==> src/rtl/tcp_pkg.sv <==
// Turtle canvas plotter package: command codes, heading codes, register
// indexes, field widths and the control/status structs of the canvas walker.
// No dependencies.
package tcp_pkg;

  // Default canvas size
  localparam int MAX_ROWS_DEF = 64;
  localparam int MAX_COLS_DEF = 64;

  // Field widths
  localparam int CMD_W    = 3;
  localparam int DIST_W   = 8;
  localparam int PROBE_W  = 6;
  localparam int POS_W    = 6;
  localparam int HEAD_W   = 2;
  localparam int CFG_IDX_W  = 1;
  localparam int CFG_DATA_W = 7;

  // Register indexes and reset values
  localparam logic [CFG_IDX_W-1:0]  CFG_ROWS_IN_USE = 1'd0;
  localparam logic [CFG_IDX_W-1:0]  CFG_COLS_IN_USE = 1'd1;
  localparam logic [CFG_DATA_W-1:0] CFG_SIZE_RST    = 7'd64;

  // Command codes; the two highest codes are ignored
  typedef enum logic [CMD_W-1:0] {
    CMD_PEN_UP     = 3'd0,
    CMD_PEN_DOWN   = 3'd1,
    CMD_TURN_LEFT  = 3'd2,
    CMD_TURN_RIGHT = 3'd3,
    CMD_FORWARD    = 3'd4,
    CMD_READ       = 3'd5
  } cmd_t;

  // Heading codes
  localparam logic [HEAD_W-1:0] HEAD_UP    = 2'd0;
  localparam logic [HEAD_W-1:0] HEAD_LEFT  = 2'd1;
  localparam logic [HEAD_W-1:0] HEAD_DOWN  = 2'd2;
  localparam logic [HEAD_W-1:0] HEAD_RIGHT = 2'd3;

  // Request to the canvas walker
  typedef struct packed {
    logic start;   // begin a stroke or a probe this cycle
    logic probe;   // read one cell instead of marking
  } tcp_ctl_t;

  // Status from the canvas walker
  typedef struct packed {
    logic busy;    // clearing pass after reset
    logic done;    // stroke written back or probe data ready
    logic rd_bit;  // probed bit, valid with done
  } tcp_sts_t;

endpackage

==> src/rtl/tcp_if.sv <==
// Valid/ready channel interfaces of the turtle canvas plotter: command,
// result and register write. Depends on tcp_pkg.
interface tcp_cmd_if;
  import tcp_pkg::*;
  logic                valid;
  logic                ready;
  logic [CMD_W-1:0]    cmd;
  logic [DIST_W-1:0]   distance;
  logic [PROBE_W-1:0]  probe_row;
  logic [PROBE_W-1:0]  probe_col;
  modport source (output valid, cmd, distance, probe_row, probe_col, input ready);
  modport sink   (input valid, cmd, distance, probe_row, probe_col, output ready);
endinterface

interface tcp_res_if;
  import tcp_pkg::*;
  logic               valid;
  logic               ready;
  logic [POS_W-1:0]   pos_row;
  logic [POS_W-1:0]   pos_col;
  logic [HEAD_W-1:0]  heading;
  logic               pen_is_down;
  logic               cell_value;
  modport source (output valid, pos_row, pos_col, heading, pen_is_down, cell_value,
                  input ready);
  modport sink   (input valid, pos_row, pos_col, heading, pen_is_down, cell_value,
                  output ready);
endinterface

interface tcp_cfg_if;
  import tcp_pkg::*;
  logic                   valid;
  logic                   ready;
  logic [CFG_IDX_W-1:0]   reg_idx;
  logic [CFG_DATA_W-1:0]  wdata;
  modport source (output valid, reg_idx, wdata, input ready);
  modport sink   (input valid, reg_idx, wdata, output ready);
endinterface

==> src/rtl/turtle_canvas_plotter.sv <==
// Top level of the turtle canvas plotter: turtle state, register file,
// command decode and result register. Depends on tcp_pkg, tcp_if and tcp_canvas.
//
// Usage:
//   in_ch   command requests (cmd, distance, probe_row, probe_col), valid/ready.
//   out_ch  one result per command: position, heading, pen and probed cell.
//   cfg_ch  register writes: index 0 rows in use, index 1 columns in use;
//           always ready, write only while the plotter is idle.
// Flow, from the accepting edge to the edge where out_ch.valid rises:
//   pen, turn, ignored codes and forward with the pen up: straight to the hold
//   state. read cell inside the area: one probe read first; outside: none.
//   forward with the pen down: a canvas pass over the rows touched; a horizontal
//   stroke touches one row, a vertical one up to MAX_ROWS rows. The canvas RAM
//   read-modify-write handles one row per cycle in that pass.
//   A new command is taken only once the previous result has entered the
//   result register; one command is processed at a time.
// Reset: pen up, heading down, position 0/0, both sizes 64; the canvas RAM is
//   then cleared one row per cycle over every row, with in_ch.ready low.
// Stall: a result waits in the result register while out_ch.ready is low; the
//   next command may be taken meanwhile and waits for the register to free.
module turtle_canvas_plotter #(
  parameter int MAX_ROWS = tcp_pkg::MAX_ROWS_DEF,
  parameter int MAX_COLS = tcp_pkg::MAX_COLS_DEF
) (
  input  logic      clk,
  input  logic      rst_n,
  tcp_cmd_if.sink   in_ch,
  tcp_res_if.source out_ch,
  tcp_cfg_if.sink   cfg_ch
);
  import tcp_pkg::*;

  localparam int RW  = $clog2(MAX_ROWS);
  localparam int CW  = $clog2(MAX_COLS);
  localparam int RXW = ((RW > DIST_W) ? RW : DIST_W) + 1;
  localparam int CXW = ((CW > DIST_W) ? CW : DIST_W) + 1;

  typedef enum logic [1:0] {
    S_IDLE,
    S_RUN,
    S_HOLD
  } state_t;

  state_t                 state_r;
  logic [CFG_DATA_W-1:0]  rows_cfg_r, cols_cfg_r;
  logic                   pen_r, pen_nxt;
  logic [HEAD_W-1:0]      head_r, head_nxt;
  logic [RW-1:0]          row_r, row_nxt;
  logic [CW-1:0]          col_r, col_nxt;
  logic                   probe_r;
  logic                   cell_r;

  logic                   out_valid_r;
  logic [POS_W-1:0]       out_row_r, out_col_r;
  logic [HEAD_W-1:0]      out_head_r;
  logic                   out_pen_r, out_cell_r;

  logic                   in_fire, out_free;
  cmd_t                   cmd;
  logic [RXW-1:0]         row_x, dist_rx, rows_x, rows_eff, row_end, pr_x;
  logic [CXW-1:0]         col_x, dist_cx, cols_x, cols_eff, col_end, pc_x;
  logic [RXW-1:0]         up_d, up_row, dn_d, dn_row;
  logic [CXW-1:0]         lf_d, lf_col, rt_d, rt_col;
  logic [RXW-1:0]         s_row_lo, s_row_hi;
  logic [CXW-1:0]         s_col_lo, s_col_hi;
  logic [RXW-1:0]         new_row_x;
  logic [CXW-1:0]         new_col_x;
  logic                   need_unit, probe_cmd, probe_in_area;

  tcp_ctl_t               ctl;
  tcp_sts_t               sts;

  assign in_fire   = in_ch.valid && in_ch.ready;
  assign in_ch.ready = (state_r == S_IDLE) && !sts.busy;
  assign out_free  = !out_valid_r || out_ch.ready;
  assign cfg_ch.ready = 1'b1;
  assign cmd       = cmd_t'(in_ch.cmd);

  // Widen position, distance and sizes for compare and clip
  assign row_x    = RXW'(row_r);
  assign col_x    = CXW'(col_r);
  assign dist_rx  = RXW'(in_ch.distance);
  assign dist_cx  = CXW'(in_ch.distance);
  assign pr_x     = RXW'(in_ch.probe_row);
  assign pc_x     = CXW'(in_ch.probe_col);
  assign rows_x   = RXW'(rows_cfg_r);
  assign cols_x   = CXW'(cols_cfg_r);
  assign rows_eff = (rows_x == '0) ? RXW'(1) :
                    (rows_x > RXW'(MAX_ROWS)) ? RXW'(MAX_ROWS) : rows_x;
  assign cols_eff = (cols_x == '0) ? CXW'(1) :
                    (cols_x > CXW'(MAX_COLS)) ? CXW'(MAX_COLS) : cols_x;
  assign row_end  = rows_eff - RXW'(1);
  assign col_end  = cols_eff - CXW'(1);

  // Clip the move in each direction
  assign up_d   = (dist_rx > row_x) ? row_x : dist_rx;
  assign up_row = row_x - up_d;
  assign dn_d   = (row_x >= row_end) ? '0 :
                  (dist_rx > (row_end - row_x)) ? (row_end - row_x) : dist_rx;
  assign dn_row = row_x + dn_d;
  assign lf_d   = (dist_cx > col_x) ? col_x : dist_cx;
  assign lf_col = col_x - lf_d;
  assign rt_d   = (col_x >= col_end) ? '0 :
                  (dist_cx > (col_end - col_x)) ? (col_end - col_x) : dist_cx;
  assign rt_col = col_x + rt_d;

  assign probe_in_area = (pr_x < rows_eff) && (pc_x < cols_eff);

  // Decode the command into the next turtle state and a walker request
  always_comb begin
    pen_nxt   = pen_r;
    head_nxt  = head_r;
    new_row_x = row_x;
    new_col_x = col_x;
    s_row_lo  = row_x;
    s_row_hi  = row_x;
    s_col_lo  = col_x;
    s_col_hi  = col_x;
    need_unit = 1'b0;
    probe_cmd = 1'b0;
    unique case (cmd)
      CMD_PEN_UP:     pen_nxt  = 1'b0;
      CMD_PEN_DOWN:   pen_nxt  = 1'b1;
      CMD_TURN_LEFT:  head_nxt = head_r + 2'd1;
      CMD_TURN_RIGHT: head_nxt = head_r - 2'd1;
      CMD_FORWARD: begin
        need_unit = pen_r;
        unique case (head_r)
          HEAD_UP: begin
            new_row_x = up_row;
            s_row_lo  = up_row;
          end
          HEAD_LEFT: begin
            new_col_x = lf_col;
            s_col_lo  = lf_col;
          end
          HEAD_DOWN: begin
            new_row_x = dn_row;
            s_row_hi  = dn_row;
          end
          default: begin
            // facing right
            new_col_x = rt_col;
            s_col_hi  = rt_col;
          end
        endcase
      end
      CMD_READ: begin
        probe_cmd = 1'b1;
        need_unit = probe_in_area;
        s_row_lo  = pr_x;
        s_row_hi  = pr_x;
        s_col_lo  = pc_x;
        s_col_hi  = pc_x;
      end
      default: begin
        // ignored codes change nothing
      end
    endcase
    row_nxt = new_row_x[RW-1:0];
    col_nxt = new_col_x[CW-1:0];
  end

  assign ctl.start = in_fire && need_unit;
  assign ctl.probe = probe_cmd;

  tcp_canvas #(
    .MAX_ROWS (MAX_ROWS),
    .MAX_COLS (MAX_COLS)
  ) u_canvas (
    .clk    (clk),
    .rst_n  (rst_n),
    .ctl    (ctl),
    .row_lo (s_row_lo[RW-1:0]),
    .row_hi (s_row_hi[RW-1:0]),
    .col_lo (s_col_lo[CW-1:0]),
    .col_hi (s_col_hi[CW-1:0]),
    .sts    (sts)
  );

  // Register writes
  always_ff @(posedge clk) begin
    if (!rst_n) begin
      rows_cfg_r <= CFG_SIZE_RST;
      cols_cfg_r <= CFG_SIZE_RST;
    end else if (cfg_ch.valid && cfg_ch.ready) begin
      unique case (cfg_ch.reg_idx)
        CFG_ROWS_IN_USE: rows_cfg_r <= cfg_ch.wdata;
        CFG_COLS_IN_USE: cols_cfg_r <= cfg_ch.wdata;
        default: begin
        end
      endcase
    end
  end

  // Command sequencer, turtle state and result register
  always_ff @(posedge clk) begin
    if (!rst_n) begin
      state_r     <= S_IDLE;
      pen_r       <= 1'b0;
      head_r      <= HEAD_DOWN;
      row_r       <= '0;
      col_r       <= '0;
      out_valid_r <= 1'b0;
    end else begin
      // drop a taken result unless a held one replaces it
      if (out_valid_r && out_ch.ready && (state_r != S_HOLD)) begin
        out_valid_r <= 1'b0;
      end
      unique case (state_r)
        S_IDLE: begin
          if (in_fire) begin
            pen_r   <= pen_nxt;
            head_r  <= head_nxt;
            row_r   <= row_nxt;
            col_r   <= col_nxt;
            probe_r <= probe_cmd;
            cell_r  <= 1'b0;
            state_r <= need_unit ? S_RUN : S_HOLD;
          end
        end
        S_RUN: begin
          if (sts.done) begin
            cell_r  <= probe_r && sts.rd_bit;
            state_r <= S_HOLD;
          end
        end
        S_HOLD: begin
          if (out_free) begin
            out_valid_r <= 1'b1;
            out_row_r   <= row_x[POS_W-1:0];
            out_col_r   <= col_x[POS_W-1:0];
            out_head_r  <= head_r;
            out_pen_r   <= pen_r;
            out_cell_r  <= cell_r;
            state_r     <= S_IDLE;
          end
        end
        default: state_r <= S_IDLE;
      endcase
    end
  end

  assign out_ch.valid       = out_valid_r;
  assign out_ch.pos_row     = out_row_r;
  assign out_ch.pos_col     = out_col_r;
  assign out_ch.heading     = out_head_r;
  assign out_ch.pen_is_down = out_pen_r;
  assign out_ch.cell_value  = out_cell_r;

  // An accepted request always leaves the idle state
  a_fire_leaves_idle: assert property (@(posedge clk) disable iff (!rst_n)
    in_fire |=> (state_r != S_IDLE))
    else $error("accepted request did not start processing");

  // Walker completions only come while a request waits on them
  a_done_in_run: assert property (@(posedge clk) disable iff (!rst_n)
    sts.done |-> (state_r == S_RUN))
    else $error("walker completed with no request pending");

  // A held result enters the result register as soon as it is free
  a_hold_loads: assert property (@(posedge clk) disable iff (!rst_n)
    ((state_r == S_HOLD) && out_free) |=> (out_valid_r && (state_r == S_IDLE)))
    else $error("held result was not loaded into the result register");

endmodule

==> src/rtl/tcp_ram.sv <==
// Generic simple dual-port RAM: one write port, one read port with
// registered read data. No dependencies.
module tcp_ram #(
  parameter  int WIDTH = 64,
  parameter  int DEPTH = 64,
  localparam int AW    = $clog2(DEPTH)
) (
  input  logic             clk,
  input  logic             we,
  input  logic [AW-1:0]    waddr,
  input  logic [WIDTH-1:0] wdata,
  input  logic [AW-1:0]    raddr,
  output logic [WIDTH-1:0] rdata
);

  logic [WIDTH-1:0] mem [DEPTH];
  logic [WIDTH-1:0] rdata_r;

  // Write port and registered read port
  always_ff @(posedge clk) begin
    if (we) begin
      mem[waddr] <= wdata;
    end
    rdata_r <= mem[raddr];
  end

  assign rdata = rdata_r;

endmodule

==> src/rtl/tcp_canvas.sv <==
// Canvas walker: clears the canvas RAM after reset, marks strokes by
// read-modify-write one row per cycle, and reads single cells.
// Depends on tcp_pkg and tcp_ram.
module tcp_canvas #(
  parameter  int MAX_ROWS = tcp_pkg::MAX_ROWS_DEF,
  parameter  int MAX_COLS = tcp_pkg::MAX_COLS_DEF,
  localparam int RW = $clog2(MAX_ROWS),
  localparam int CW = $clog2(MAX_COLS)
) (
  input  logic             clk,
  input  logic             rst_n,
  input  tcp_pkg::tcp_ctl_t ctl,
  input  logic [RW-1:0]    row_lo,
  input  logic [RW-1:0]    row_hi,
  input  logic [CW-1:0]    col_lo,
  input  logic [CW-1:0]    col_hi,
  output tcp_pkg::tcp_sts_t sts
);
  import tcp_pkg::*;

  localparam logic [RW-1:0] END_ROW = RW'(MAX_ROWS - 1);

  typedef enum logic [2:0] {
    U_CLEAR,
    U_IDLE,
    U_READ,
    U_DRAIN,
    U_PROBE
  } ustate_t;

  ustate_t               state_r, state_nxt;
  logic [RW-1:0]         rd_row_r, rd_row_nxt;
  logic [RW-1:0]         wr_row_r, wr_row_nxt;
  logic [RW-1:0]         row_hi_r, row_hi_nxt;
  logic [MAX_COLS-1:0]   mask_r, mask_nxt;
  logic [CW-1:0]         bit_idx_r, bit_idx_nxt;
  logic [MAX_COLS-1:0]   col_mask;

  logic                  ram_we;
  logic [RW-1:0]         ram_waddr;
  logic [RW-1:0]         ram_raddr;
  logic [MAX_COLS-1:0]   ram_wdata;
  logic [MAX_COLS-1:0]   ram_rdata;

  tcp_ram #(
    .WIDTH (MAX_COLS),
    .DEPTH (MAX_ROWS)
  ) u_ram (
    .clk   (clk),
    .we    (ram_we),
    .waddr (ram_waddr),
    .wdata (ram_wdata),
    .raddr (ram_raddr),
    .rdata (ram_rdata)
  );

  // Build the column span mask of a new stroke
  always_comb begin
    for (int i = 0; i < MAX_COLS; i++) begin
      col_mask[i] = (CW'(i) >= col_lo) && (CW'(i) <= col_hi);
    end
  end

  // Sequence the clearing pass, stroke write-back and probe read
  always_comb begin
    state_nxt   = state_r;
    rd_row_nxt  = rd_row_r;
    wr_row_nxt  = wr_row_r;
    row_hi_nxt  = row_hi_r;
    mask_nxt    = mask_r;
    bit_idx_nxt = bit_idx_r;
    ram_raddr   = rd_row_r;
    ram_waddr   = wr_row_r;
    ram_we      = 1'b0;
    ram_wdata   = ram_rdata | mask_r;
    unique case (state_r)
      U_CLEAR: begin
        ram_we     = 1'b1;
        ram_wdata  = '0;
        wr_row_nxt = wr_row_r + RW'(1);
        if (wr_row_r == END_ROW) begin
          state_nxt = U_IDLE;
        end
      end
      U_IDLE: begin
        ram_raddr = row_lo;
        if (ctl.start) begin
          wr_row_nxt  = row_lo;
          rd_row_nxt  = row_lo + RW'(1);
          row_hi_nxt  = row_hi;
          mask_nxt    = col_mask;
          bit_idx_nxt = col_lo;
          if (ctl.probe) begin
            state_nxt = U_PROBE;
          end else if (row_lo == row_hi) begin
            state_nxt = U_DRAIN;
          end else begin
            state_nxt = U_READ;
          end
        end
      end
      U_READ: begin
        // write back the previous row while the next one is read
        ram_we     = 1'b1;
        wr_row_nxt = rd_row_r;
        rd_row_nxt = rd_row_r + RW'(1);
        if (rd_row_r == row_hi_r) begin
          state_nxt = U_DRAIN;
        end
      end
      U_DRAIN: begin
        ram_we    = 1'b1;
        state_nxt = U_IDLE;
      end
      U_PROBE: begin
        state_nxt = U_IDLE;
      end
      default: begin
        state_nxt = U_IDLE;
      end
    endcase
  end

  // Hold state and walker registers
  always_ff @(posedge clk) begin
    if (!rst_n) begin
      state_r  <= U_CLEAR;
      wr_row_r <= '0;
    end else begin
      state_r   <= state_nxt;
      wr_row_r  <= wr_row_nxt;
      rd_row_r  <= rd_row_nxt;
      row_hi_r  <= row_hi_nxt;
      mask_r    <= mask_nxt;
      bit_idx_r <= bit_idx_nxt;
    end
  end

  assign sts.busy   = (state_r == U_CLEAR);
  assign sts.done   = (state_r == U_DRAIN) || (state_r == U_PROBE);
  assign sts.rd_bit = ram_rdata[bit_idx_r];

  // A completion never repeats in the next cycle
  a_done_single: assert property (@(posedge clk) disable iff (!rst_n)
    sts.done |=> !sts.done)
    else $error("canvas walker signaled done twice in a row");

  // Rows read and written in one cycle of a stroke always differ
  a_no_rmw_overlap: assert property (@(posedge clk) disable iff (!rst_n)
    (state_r == U_READ) |-> (rd_row_r != wr_row_r))
    else $error("stroke read and write hit the same row");

  // No request arrives during the clearing pass
  a_no_start_busy: assert property (@(posedge clk) disable iff (!rst_n)
    sts.busy |-> !ctl.start)
    else $error("request started during clearing pass");

endmodule
==> src/flat_wrapper.sv <==
// flat-port wrapper written by rule: the top's interface ports become plain ports
module turtle_canvas_plotter_flat import tcp_pkg::*;
#(
  parameter int MAX_ROWS = tcp_pkg::MAX_ROWS_DEF,
  parameter int MAX_COLS = tcp_pkg::MAX_COLS_DEF
)
  (clk, rst_n, in_ch_valid, in_ch_cmd, in_ch_distance, in_ch_probe_row, in_ch_probe_col, in_ch_ready, out_ch_valid, out_ch_pos_row, out_ch_pos_col, out_ch_heading, out_ch_pen_is_down, out_ch_cell_value, out_ch_ready, cfg_ch_valid, cfg_ch_reg_idx, cfg_ch_wdata, cfg_ch_ready);
  tcp_cmd_if in_ch_i ();
  tcp_res_if out_ch_i ();
  tcp_cfg_if cfg_ch_i ();
  input  logic clk;
  input  logic rst_n;
  input wire logic [$bits(in_ch_i.valid)-1:0] in_ch_valid;
  input wire logic [$bits(in_ch_i.cmd)-1:0] in_ch_cmd;
  input wire logic [$bits(in_ch_i.distance)-1:0] in_ch_distance;
  input wire logic [$bits(in_ch_i.probe_row)-1:0] in_ch_probe_row;
  input wire logic [$bits(in_ch_i.probe_col)-1:0] in_ch_probe_col;
  output wire logic [$bits(in_ch_i.ready)-1:0] in_ch_ready;
  output wire logic [$bits(out_ch_i.valid)-1:0] out_ch_valid;
  output wire logic [$bits(out_ch_i.pos_row)-1:0] out_ch_pos_row;
  output wire logic [$bits(out_ch_i.pos_col)-1:0] out_ch_pos_col;
  output wire logic [$bits(out_ch_i.heading)-1:0] out_ch_heading;
  output wire logic [$bits(out_ch_i.pen_is_down)-1:0] out_ch_pen_is_down;
  output wire logic [$bits(out_ch_i.cell_value)-1:0] out_ch_cell_value;
  input wire logic [$bits(out_ch_i.ready)-1:0] out_ch_ready;
  input wire logic [$bits(cfg_ch_i.valid)-1:0] cfg_ch_valid;
  input wire logic [$bits(cfg_ch_i.reg_idx)-1:0] cfg_ch_reg_idx;
  input wire logic [$bits(cfg_ch_i.wdata)-1:0] cfg_ch_wdata;
  output wire logic [$bits(cfg_ch_i.ready)-1:0] cfg_ch_ready;
  assign in_ch_i.valid = in_ch_valid;
  assign in_ch_i.cmd = in_ch_cmd;
  assign in_ch_i.distance = in_ch_distance;
  assign in_ch_i.probe_row = in_ch_probe_row;
  assign in_ch_i.probe_col = in_ch_probe_col;
  assign in_ch_ready = in_ch_i.ready;
  assign out_ch_valid = out_ch_i.valid;
  assign out_ch_pos_row = out_ch_i.pos_row;
  assign out_ch_pos_col = out_ch_i.pos_col;
  assign out_ch_heading = out_ch_i.heading;
  assign out_ch_pen_is_down = out_ch_i.pen_is_down;
  assign out_ch_cell_value = out_ch_i.cell_value;
  assign out_ch_i.ready = out_ch_ready;
  assign cfg_ch_i.valid = cfg_ch_valid;
  assign cfg_ch_i.reg_idx = cfg_ch_reg_idx;
  assign cfg_ch_i.wdata = cfg_ch_wdata;
  assign cfg_ch_ready = cfg_ch_i.ready;
  turtle_canvas_plotter #(.MAX_ROWS(MAX_ROWS), .MAX_COLS(MAX_COLS)) u_core (.clk(clk), .rst_n(rst_n), .in_ch(in_ch_i), .out_ch(out_ch_i), .cfg_ch(cfg_ch_i));
endmodule
==> config.mk <==
export PLATFORM = sky130hd
export DESIGN_NAME = turtle_canvas_plotter_flat
export DESIGN_NICKNAME = d
export VERILOG_FILES = /design/src/rtl/tcp_pkg.sv /design/src/rtl/tcp_if.sv /design/src/rtl/turtle_canvas_plotter.sv /design/src/rtl/tcp_ram.sv /design/src/rtl/tcp_canvas.sv /design/src/flat_wrapper.sv
export SDC_FILE = /design/constraint.sdc
export NUM_CORES = 2
export LEC_CHECK = 0
export BUFFER_PORTS_ARGS = -buffer_cell sky130_fd_sc_hd__buf_2
export CORE_AREA = 2 2 519 521
export CTS_BUF_LIST = sky130_fd_sc_hd__clkbuf_4 sky130_fd_sc_hd__clkbuf_8 sky130_fd_sc_hd__clkbuf_16
export CTS_CLUSTER_DIAMETER = 200
export DETAILED_ROUTE_END_ITERATION = 16
export DIE_AREA = 0 0 521 523
export HOLD_SLACK_MARGIN = 0.15
export PLACE_DENSITY = 0.79
export SLEW_MARGIN = 5
export SYNTH_ARGS = -nofsm -noshare
export SYNTH_HDL_FRONTEND = slang
export SYNTH_HIERARCHICAL = 1
export SYNTH_SLANG_ARGS = --single-unit
==> constraint.sdc <==
create_clock -name clk -period 9.25 [get_ports clk]
set_clock_uncertainty 0.05 [all_clocks]
set_input_delay 0.4625 -clock clk [delete_from_list [all_inputs] [get_ports clk]]
set_output_delay 0.4625 -clock clk [all_outputs]
set_load 0.05 [all_outputs]
Word level (Yosys, flattened, before mapping). Memories as Yosys holds them, arrays and structs flattened. A register that Yosys moved wholly into a read port is not among the register bits. Index checks and enable logic that the tools add are counted.

Bits in registers: 141. Bits in writable memories: 4096. Output and inout bits: 19. Logic and storage cells: 356. Memories kept: 1.

Memories: u_core.u_canvas.u_ram.mem (depth 64, bits a word 64, read ports 1, clocked after memory_dff 1, write ports 1, RTL line tcp_ram.sv:16) `logic [WIDTH-1:0] mem [DEPTH];`.

Add/sub/neg operators: 13. Magnitude comparators: 139. Equality and inequality tests: 23. Muxes and demuxes: 52. Bitwise logic cells: 3. Reductions and logical operators: 104.

Operator list (count): 6-bit greater-or-equal comparator (first input constant) (32); 6-bit less-or-equal comparator (first input constant) (32); 5-bit by 6-bit greater-or-equal comparator with 1-bit output (first input constant) (16); 5-bit by 6-bit less-or-equal comparator with 1-bit output (first input constant) (16); 6-bit one-hot mux with 2 select lines (7); 6-bit 2-to-1 mux (13); 1-bit logical AND (71); 64-bit 2-to-1 mux (1); 64-bit OR (1); 4-bit by 6-bit greater-or-equal comparator with 1-bit output (first input constant) (8); 4-bit by 6-bit less-or-equal comparator with 1-bit output (first input constant) (8); 3-bit by 6-bit greater-or-equal comparator with 1-bit output (first input constant) (4); 3-bit by 6-bit less-or-equal comparator with 1-bit output (first input constant) (4); 3-bit AND reduction (8); 6-bit by 1-bit adder with 6-bit output (second input constant) (3); 6-bit by 9-bit greater-or-equal comparator with 1-bit output (2); 8-bit by 9-bit > comparator with 1-bit output (2); 9-bit zero test (2); 6-bit by 9-bit < comparator with 1-bit output (2); 9-bit 2-to-1 mux (2); 6-bit one-hot mux with 3 select lines (1); 9-bit by 1-bit subtractor with 9-bit output (second input constant) (2); 9-bit by 6-bit subtractor with 9-bit output (2); 8-bit by 6-bit > comparator with 1-bit output (2); other kinds (39) (93).

Longest topological paths before layout.
Depth in word-level cells: 16. Depth in mapped cells: 35. Mapped depth without buffers: 33.

Hierarchy. Netlist, hierarchy kept.

By module, submodules not included: tcp_ram (instances 1, cells each 6598, area an instance 156344.9 µm², sequential area each 124279.2 µm²); turtle_canvas_plotter (instances 1, cells each 710, area an instance 5617.9 µm², sequential area each 1181.1 µm²); tcp_canvas (instances 1, cells each 584, area an instance 5536.6 µm², sequential area each 2642.5 µm²).

Worst setup path before layout. No wires, ideal clock.

Path type: reg2reg. Start: reg u_core.cols_cfg_r[5]. End: reg u_core.u_canvas.mask_r[37], data pin. Data arrival time: 6767 ps. Required time: 9020 ps. Path slack: 2253 ps. Cell stages (with the launch flop): 33. Period minus slack after synthesis: 6997 ps. Path through: dfxtp_1 or4_4 o21ba_2 nor2_1 inv_1 ha_1 xnor2_1 ha_1 nor2b_1 o21ai_0 nand2b_1 a21o_1 a21oi_1 xnor2_1 ha_1 a211o_1 a2111oi_4 nor3_4 and2_2 buf_2 a211oi_1 ha_1 a21o_1 a21oi_1 o21bai_1 a21oi_1 xnor2_1 xnor2_1 a31oi_1 clkbuf_1 clkinv_1 clkbuf_1 a221oi_1.

Longest elaborated chain between the ends: 13.

RTL lines: start: declaration (RTL line turtle_canvas_plotter.sv:45) `logic [CFG_DATA_W-1:0] rows_cfg_r, cols_cfg_r;`; start signal: assignment (RTL line turtle_canvas_plotter.sv:189) `CFG_COLS_IN_USE: cols_cfg_r <= cfg_ch.wdata;`; 7-bit > comparator (RTL line turtle_canvas_plotter.sv:91) `(cols_x > CXW'(MAX_COLS)) ? CXW'(MAX_COLS) : cols_x;`; 7-bit 2-to-1 mux (RTL line turtle_canvas_plotter.sv:91); 9-bit 2-to-1 mux (*) (RTL line turtle_canvas_plotter.sv:90) `assign cols_eff = (cols_x == '0) ? CXW'(1) :`; 9-bit by 1-bit subtractor with 9-bit output (*) (RTL line turtle_canvas_plotter.sv:93) `assign col_end = cols_eff - CXW'(1);`; 9-bit by 6-bit subtractor with 9-bit output (RTL line turtle_canvas_plotter.sv:104) `(dist_cx > (col_end - col_x)) ? (col_end - col_x) : dist_cx;`; 8-bit by 9-bit > comparator with 1-bit output (RTL line turtle_canvas_plotter.sv:104); 6-bit 2-to-1 mux (RTL line turtle_canvas_plotter.sv:104); 6-bit 2-to-1 mux (*) (RTL line turtle_canvas_plotter.sv:103) `assign rt_d = (col_x >= col_end) ? '0 :`; 6-bit adder (*) (RTL line turtle_canvas_plotter.sv:105) `assign rt_col = col_x + rt_d;`; 6-bit 2-to-1 mux (*) (RTL line turtle_canvas_plotter.sv:128) `unique case (head_r)`; 6-bit one-hot mux with 2 select lines (*) (RTL line turtle_canvas_plotter.sv:121) `unique case (cmd)`; via u_core.s_col_hi[5] (RTL line turtle_canvas_plotter.sv:65) `logic [CXW-1:0] s_col_lo, s_col_hi;`; 6-bit less-or-equal comparator (*) (RTL line tcp_canvas.sv:60) `col_mask[i] = (CW'(i) >= col_lo) && (CW'(i) <= col_hi);`; 1-bit logical AND (*) (RTL line tcp_canvas.sv:60); via u_core.u_canvas.col_mask[37] (RTL line tcp_canvas.sv:37) `logic [MAX_COLS-1:0] col_mask;`; end signal: assignment (RTL line tcp_canvas.sv:134) `mask_r <= mask_nxt;`; end: declaration (RTL line tcp_canvas.sv:35) `logic [MAX_COLS-1:0] mask_r, mask_nxt;`.

Mark *: on every way through the listed nets, which the timed path passes. The rest lies on a longest branch. A chain may end at the register's enable or synchronous reset.

Worst setup path in the final report.
Start: reg u_core.cols_cfg_r[2]. End: reg u_core.u_canvas.mask_r[61], data pin.

The elaborated chain is that of the path after synthesis.

==> impl_results.rst <==
.. list-table::
   :header-rows: 1

   * - Metric
     - Value
   * - Overall die height
     - 523 microns
   * - Slowest stage cell on the critical path
     - or4_4
   * - Data arrival, critical path
     - 8920 ps
   * - Nets in the synthesized netlist
     - 8024
   * - Synth cell count leaders
     - 4196 x edfxtp_1, 1034 x mux4_2, 323 x nor2_1
   * - Cell Area, Synth
     - 167000 sq um
   * - Count of warnings emitted by yosys
     - 6
   * - Wire length after detailed routing
     - 509000 microns
   * - Fraction of the yosys area taken by sequential cells
     - 76.5%
   * - Top-level port count
     - 55
   * - Vias post-DR
     - 91900
   * - Maximum VDD drop
     - 223 uV
   * - Synth top area cells
     - edfxtp_1 75%, mux4_2 14%, dfxtp_1 1.3%, mux2i_1 0.90%, a22oi_1 0.79%
   * - FMAX
     - 120 MHz
   * - Post-DP HPWL
     - 250000 microns
   * - Result of the run
     - completed
   * - Classification of the worst setup path
     - register to register
   * - First-pass iteration count of the detailed router
     - 8
   * - Sort of element at the end of the critical path
     - register
   * - Initial core utilization
     - 62.7%
   * - Largest driver fanout on the critical path
     - 18
   * - Total Negative Setup Slacks
     - 0 ps
   * - Slack of the worst reg-to-reg path
     - 940 ps
   * - Cell type contributing the most total cell area after synthesis
     - edfxtp_1
   * - Capturing element of the worst setup path
     - u_core/u_canvas/mask_r[61]$_DFFE_PP_
   * - Number of input and output port buffers inserted
     - 53
   * - CTS clk-pin slew, worst paths
     - 70 ps
   * - Comb pwr share
     - 1.2%
   * - P&R area growth vs syn
     - 13.0%
   * - # rows
     - 190
   * - Portion of the clock cycle consumed by the worst path in the final layout
     - 89.8%
   * - Number of H-tree branching levels
     - 5
   * - Share of cells above drive strength 1
     - 26.7%
   * - Number of violations of the max-capacitance limit
     - 0
   * - CP Launch Point
     - u_core/cols_cfg_r[2]$_SDFFE_PN0P_
   * - Area of the die
     - 272000 sq um
   * - Switching pwr
     - 8.00 mW
   * - Hold Vio Cnt, Final
     - 0
   * - Transition time at the pin with the least slew margin
     - 1390 ps
   * - Clock tree from TritonCTS
     - yes
   * - Crit start category
     - register
   * - Post-synth top flop
     - edfxtp_1
   * - Post-layout util
     - 70.9%
   * - Worst min-delay path class
     - primary input to register
   * - Via count of the first global-routing pass
     - 92600
   * - Mean instance size in the synthesized netlist
     - 21.2 sq um
   * - Count of unique library cells instantiated by Yosys
     - 87
   * - Post-CTS Setup Inserts
     - 0
   * - Root buf cell
     - clkbuf_16
   * - Max-slew violation total from the final report
     - 0
   * - Int Pwr
     - 31.8 mW
   * - Core area
     - 267000 sq um
   * - RSZ-0062 raised after global routing
     - no
   * - Worst R2R Path Depth
     - 30
   * - Largest net degree at the start of global routing
     - 111
   * - Capturing point of the worst reg2reg path
     - u_core/u_canvas/mask_r[61]$_DFFE_PP_
   * - Detailed Route Iter0 Violations
     - 17400
   * - Most frequent cell after synthesis
     - edfxtp_1
   * - Count of mapped cells out of synthesis
     - 7892
   * - Number of routed nets with antenna violations
     - 0
   * - Number of antenna violations at the first check in global routing
     - 18
   * - Vias per cell
     - 7.54
   * - Buffers from clock root to sink, at most
     - 4
   * - Global-route wire length before repair
     - 704000 microns
   * - Largest stage delay on the critical path
     - 560 ps
   * - Overall overflow remaining after global route
     - 0
   * - Number of buffers inserted during clock tree synthesis
     - 419
   * - Leakage component of the power
     - 61.7 nW
   * - Wire length per cell after detailed routing
     - 41.7 microns
   * - RePlAce Congestion
     - 0.952
   * - Horizontal extent of the die
     - 521 microns
   * - Number of remaining DRC errors
     - 0
   * - Slew headroom
     - 7.02%
   * - Top-area cell type share of the netlist area
     - 75.2%
   * - Total routing usage reported by global routing
     - 37.3%
   * - Final net count
     - 8394
   * - Minimum clock period after layout
     - 8310 ps
   * - Portion of total power attributed to sequential cells
     - 53.3%
   * - Worst skew pair latency
     - 1000 ps
   * - TritonCTS sink count
     - 4301
   * - Switching fraction of total power
     - 20.1%
   * - Clock group share of total power
     - 45.5%
   * - Launch point of the worst hold path
     - in_ch_probe_row[0]
   * - Synthesized flop and latch total
     - 4301
   * - Reg-to-reg critical path startpoint
     - u_core/cols_cfg_r[2]$_SDFFE_PN0P_
   * - Number of flops mapped to enable cells by yosys
     - 4196
   * - Power density over cell area
     - 210 nW/um^2
   * - Async set or reset register ratio after synthesis
     - 0%
   * - Setup violations, final
     - 0
   * - Endpoint required time on the critical path
     - 9860 ps
[cells by family after synthesis]
group / count (synthesis) / synth area share, %
adders and majority gates: 96 / 0.744
muxes: 1194 / 14.9
and+or+nand+nor: 905 / 2.59
buffers and inverters: 516 / 1.40
AOI/OAI and AO/OA: 831 / 3.61
other: 1 / 0.00224
xor gates and xnor gates: 48 / 0.251
DFF: 4301 / 76.5
[per-layer routing]
metal	part of all wire, %	GRT usage, %	vias up	wire, microns
met3	16	11.8	2247	80500
met5	0.073	0.0347	-	370
li1	-	-	33900	-
met1	30	47.2	46300	155000
met2	46	57.3	9368	234000
met4	7.8	22.3	22	39500
[what timing repair did]
action                                 4_1_cts  5_1_grt
endpoints found under the hold margin       54        0
hold buffers                                37        0
resized for setup                            0        0
[worst min-delay path by stage]
stage | endpoint | slack, ps | cells after the start
6_report | u_core/u_canvas/row_hi_r[0]$_DFFE_PP_ | 250 | 4
5_1_grt | u_core/u_canvas/row_hi_r[0]$_DFFE_PP_ | 270 | 4
4_1_cts | u_core/u_canvas/row_hi_r[0]$_DFFE_PP_ | 220 | 4
3_5_place_dp | u_core/out_ch.pen_is_down$_DFFE_PP_ | 420 | 0
3_3_place_gp | u_core/out_ch.pen_is_down$_DFFE_PP_ | 430 | 0
2_1_floorplan | u_core/out_ch.cell_value$_DFFE_PP_ | 350 | 0
[through the flow]
stage | total power [mW] | cell area [sq um] | instances | hold WS, ps | setup slack (ps)
finish | 39.8 | 189000 | 12200 | 251 | 940
global route | 40.5 | 189000 | 12200 | 271 | 565
CTS | 39.7 | 189000 | 12100 | 221 | 1110
detailed placement | 22.0 | 174000 | 11300 | 423 | 1200
global placement | 22.0 | 174000 | 11300 | 427 | 1310
floorplan | 21.9 | 167000 | 7892 | 350 | 2250
[cells in the final DEF, fill, tap and decap left out, drive strengths merged, types with 7 or more instances in the layout]
| master | instances |
|---|---|
| and2 | 12 |
| nand2 | 187 |
| clkinv | 159 |
| a211oi | 89 |
| a41oi | 28 |
| xnor2 | 30 |
| clkbuf | 519 |
| and3 | 74 |
| clkinvlp | 31 |
| a22o | 99 |
| nand4 | 7 |
| nand2b | 37 |
| o22ai | 92 |
| a221oi | 12 |
| buf | 347 |
| o221ai | 39 |
| nor2b | 52 |
| ha | 90 |
| dfxtp | 105 |
| nor3 | 29 |
| o21ai | 77 |
| o21a | 12 |
| a21oi | 77 |
| xor2 | 18 |
| a2bb2oi | 19 |
| inv | 94 |
| a21boi | 21 |
| diode | 22 |
| mux4 | 1041 |
| nor2 | 324 |
| or3 | 37 |
| dlygate4sd3 | 37 |
| mux2i | 151 |
| edfxtp | 4196 |
| nand3 | 82 |
| a31oi | 25 |
| bufinv | 56 |
| a21o | 19 |
| or2 | 36 |
| a22oi | 176 |
[state kept, by name, indices dropped and copies added (netlist names)]
register,cells
u_core/u_canvas/row_hi_r,6
u_core/pen_r,1
u_core/head_r,2
u_core/col_r,6
u_core/probe_r,1
u_core/out_ch.pos_col,6
u_core/u_canvas/u_ram/mem,4096
u_core/out_ch.heading,2
u_core/u_canvas/rd_row_r,6
u_core/u_canvas/ram_waddr,6
u_core/cols_cfg_r,7
u_core/out_ch.valid,1
u_core/u_canvas/state_r,3
u_core/state_r,2
u_core/u_canvas/mask_r,64
u_core/rows_cfg_r,7
u_core/row_r,6
u_core/out_ch.pen_is_down,1
u_core/u_canvas/u_ram/rdata,64
u_core/out_ch.pos_row,6
u_core/cell_r,1
u_core/out_ch.cell_value,1
u_core/u_canvas/bit_idx_r,6
[final cells by class]
class	instances	area [sq um]
Clock inverter	259	3040
Tap cell	3552	4440
Sequential cell	4301	128000
Multi-Input combinational cell	3075	38100
Inverter	81	304
Fill cell	14300	77700
Timing Repair Buffer	384	3680
Clock buffer	519	11500
Antenna cell	22	55.1
[power groups by stage]
| stage | logic (mW) | registers (mW) | clock network (mW) |
|---|---|---|---|
| floorplan | 0.279 | 21.6 | 0 |
| global placement | 0.437 | 21.6 | 0 |
| detailed placement | 0.439 | 21.6 | 0 |
| CTS | 0.454 | 21.2 | 18.1 |
| global route | 0.493 | 21.2 | 18.8 |
| finish | 0.470 | 21.2 | 18.1 |
[critical path, delay by kind of cell (launching register included)]
family | cells | cell delay [ps]
AND/OR/NAND/NOR | 7 | 1700
XOR/XNOR | 4 | 800
AO/OA/AOI/OAI | 13 | 3480
buffers and inverters | 2 | 430
adder cells (fa/ha/maj) | 4 | 1170
flip-flops | 1 | 360
No activity file was read; power rests on OpenSTA's default activity.
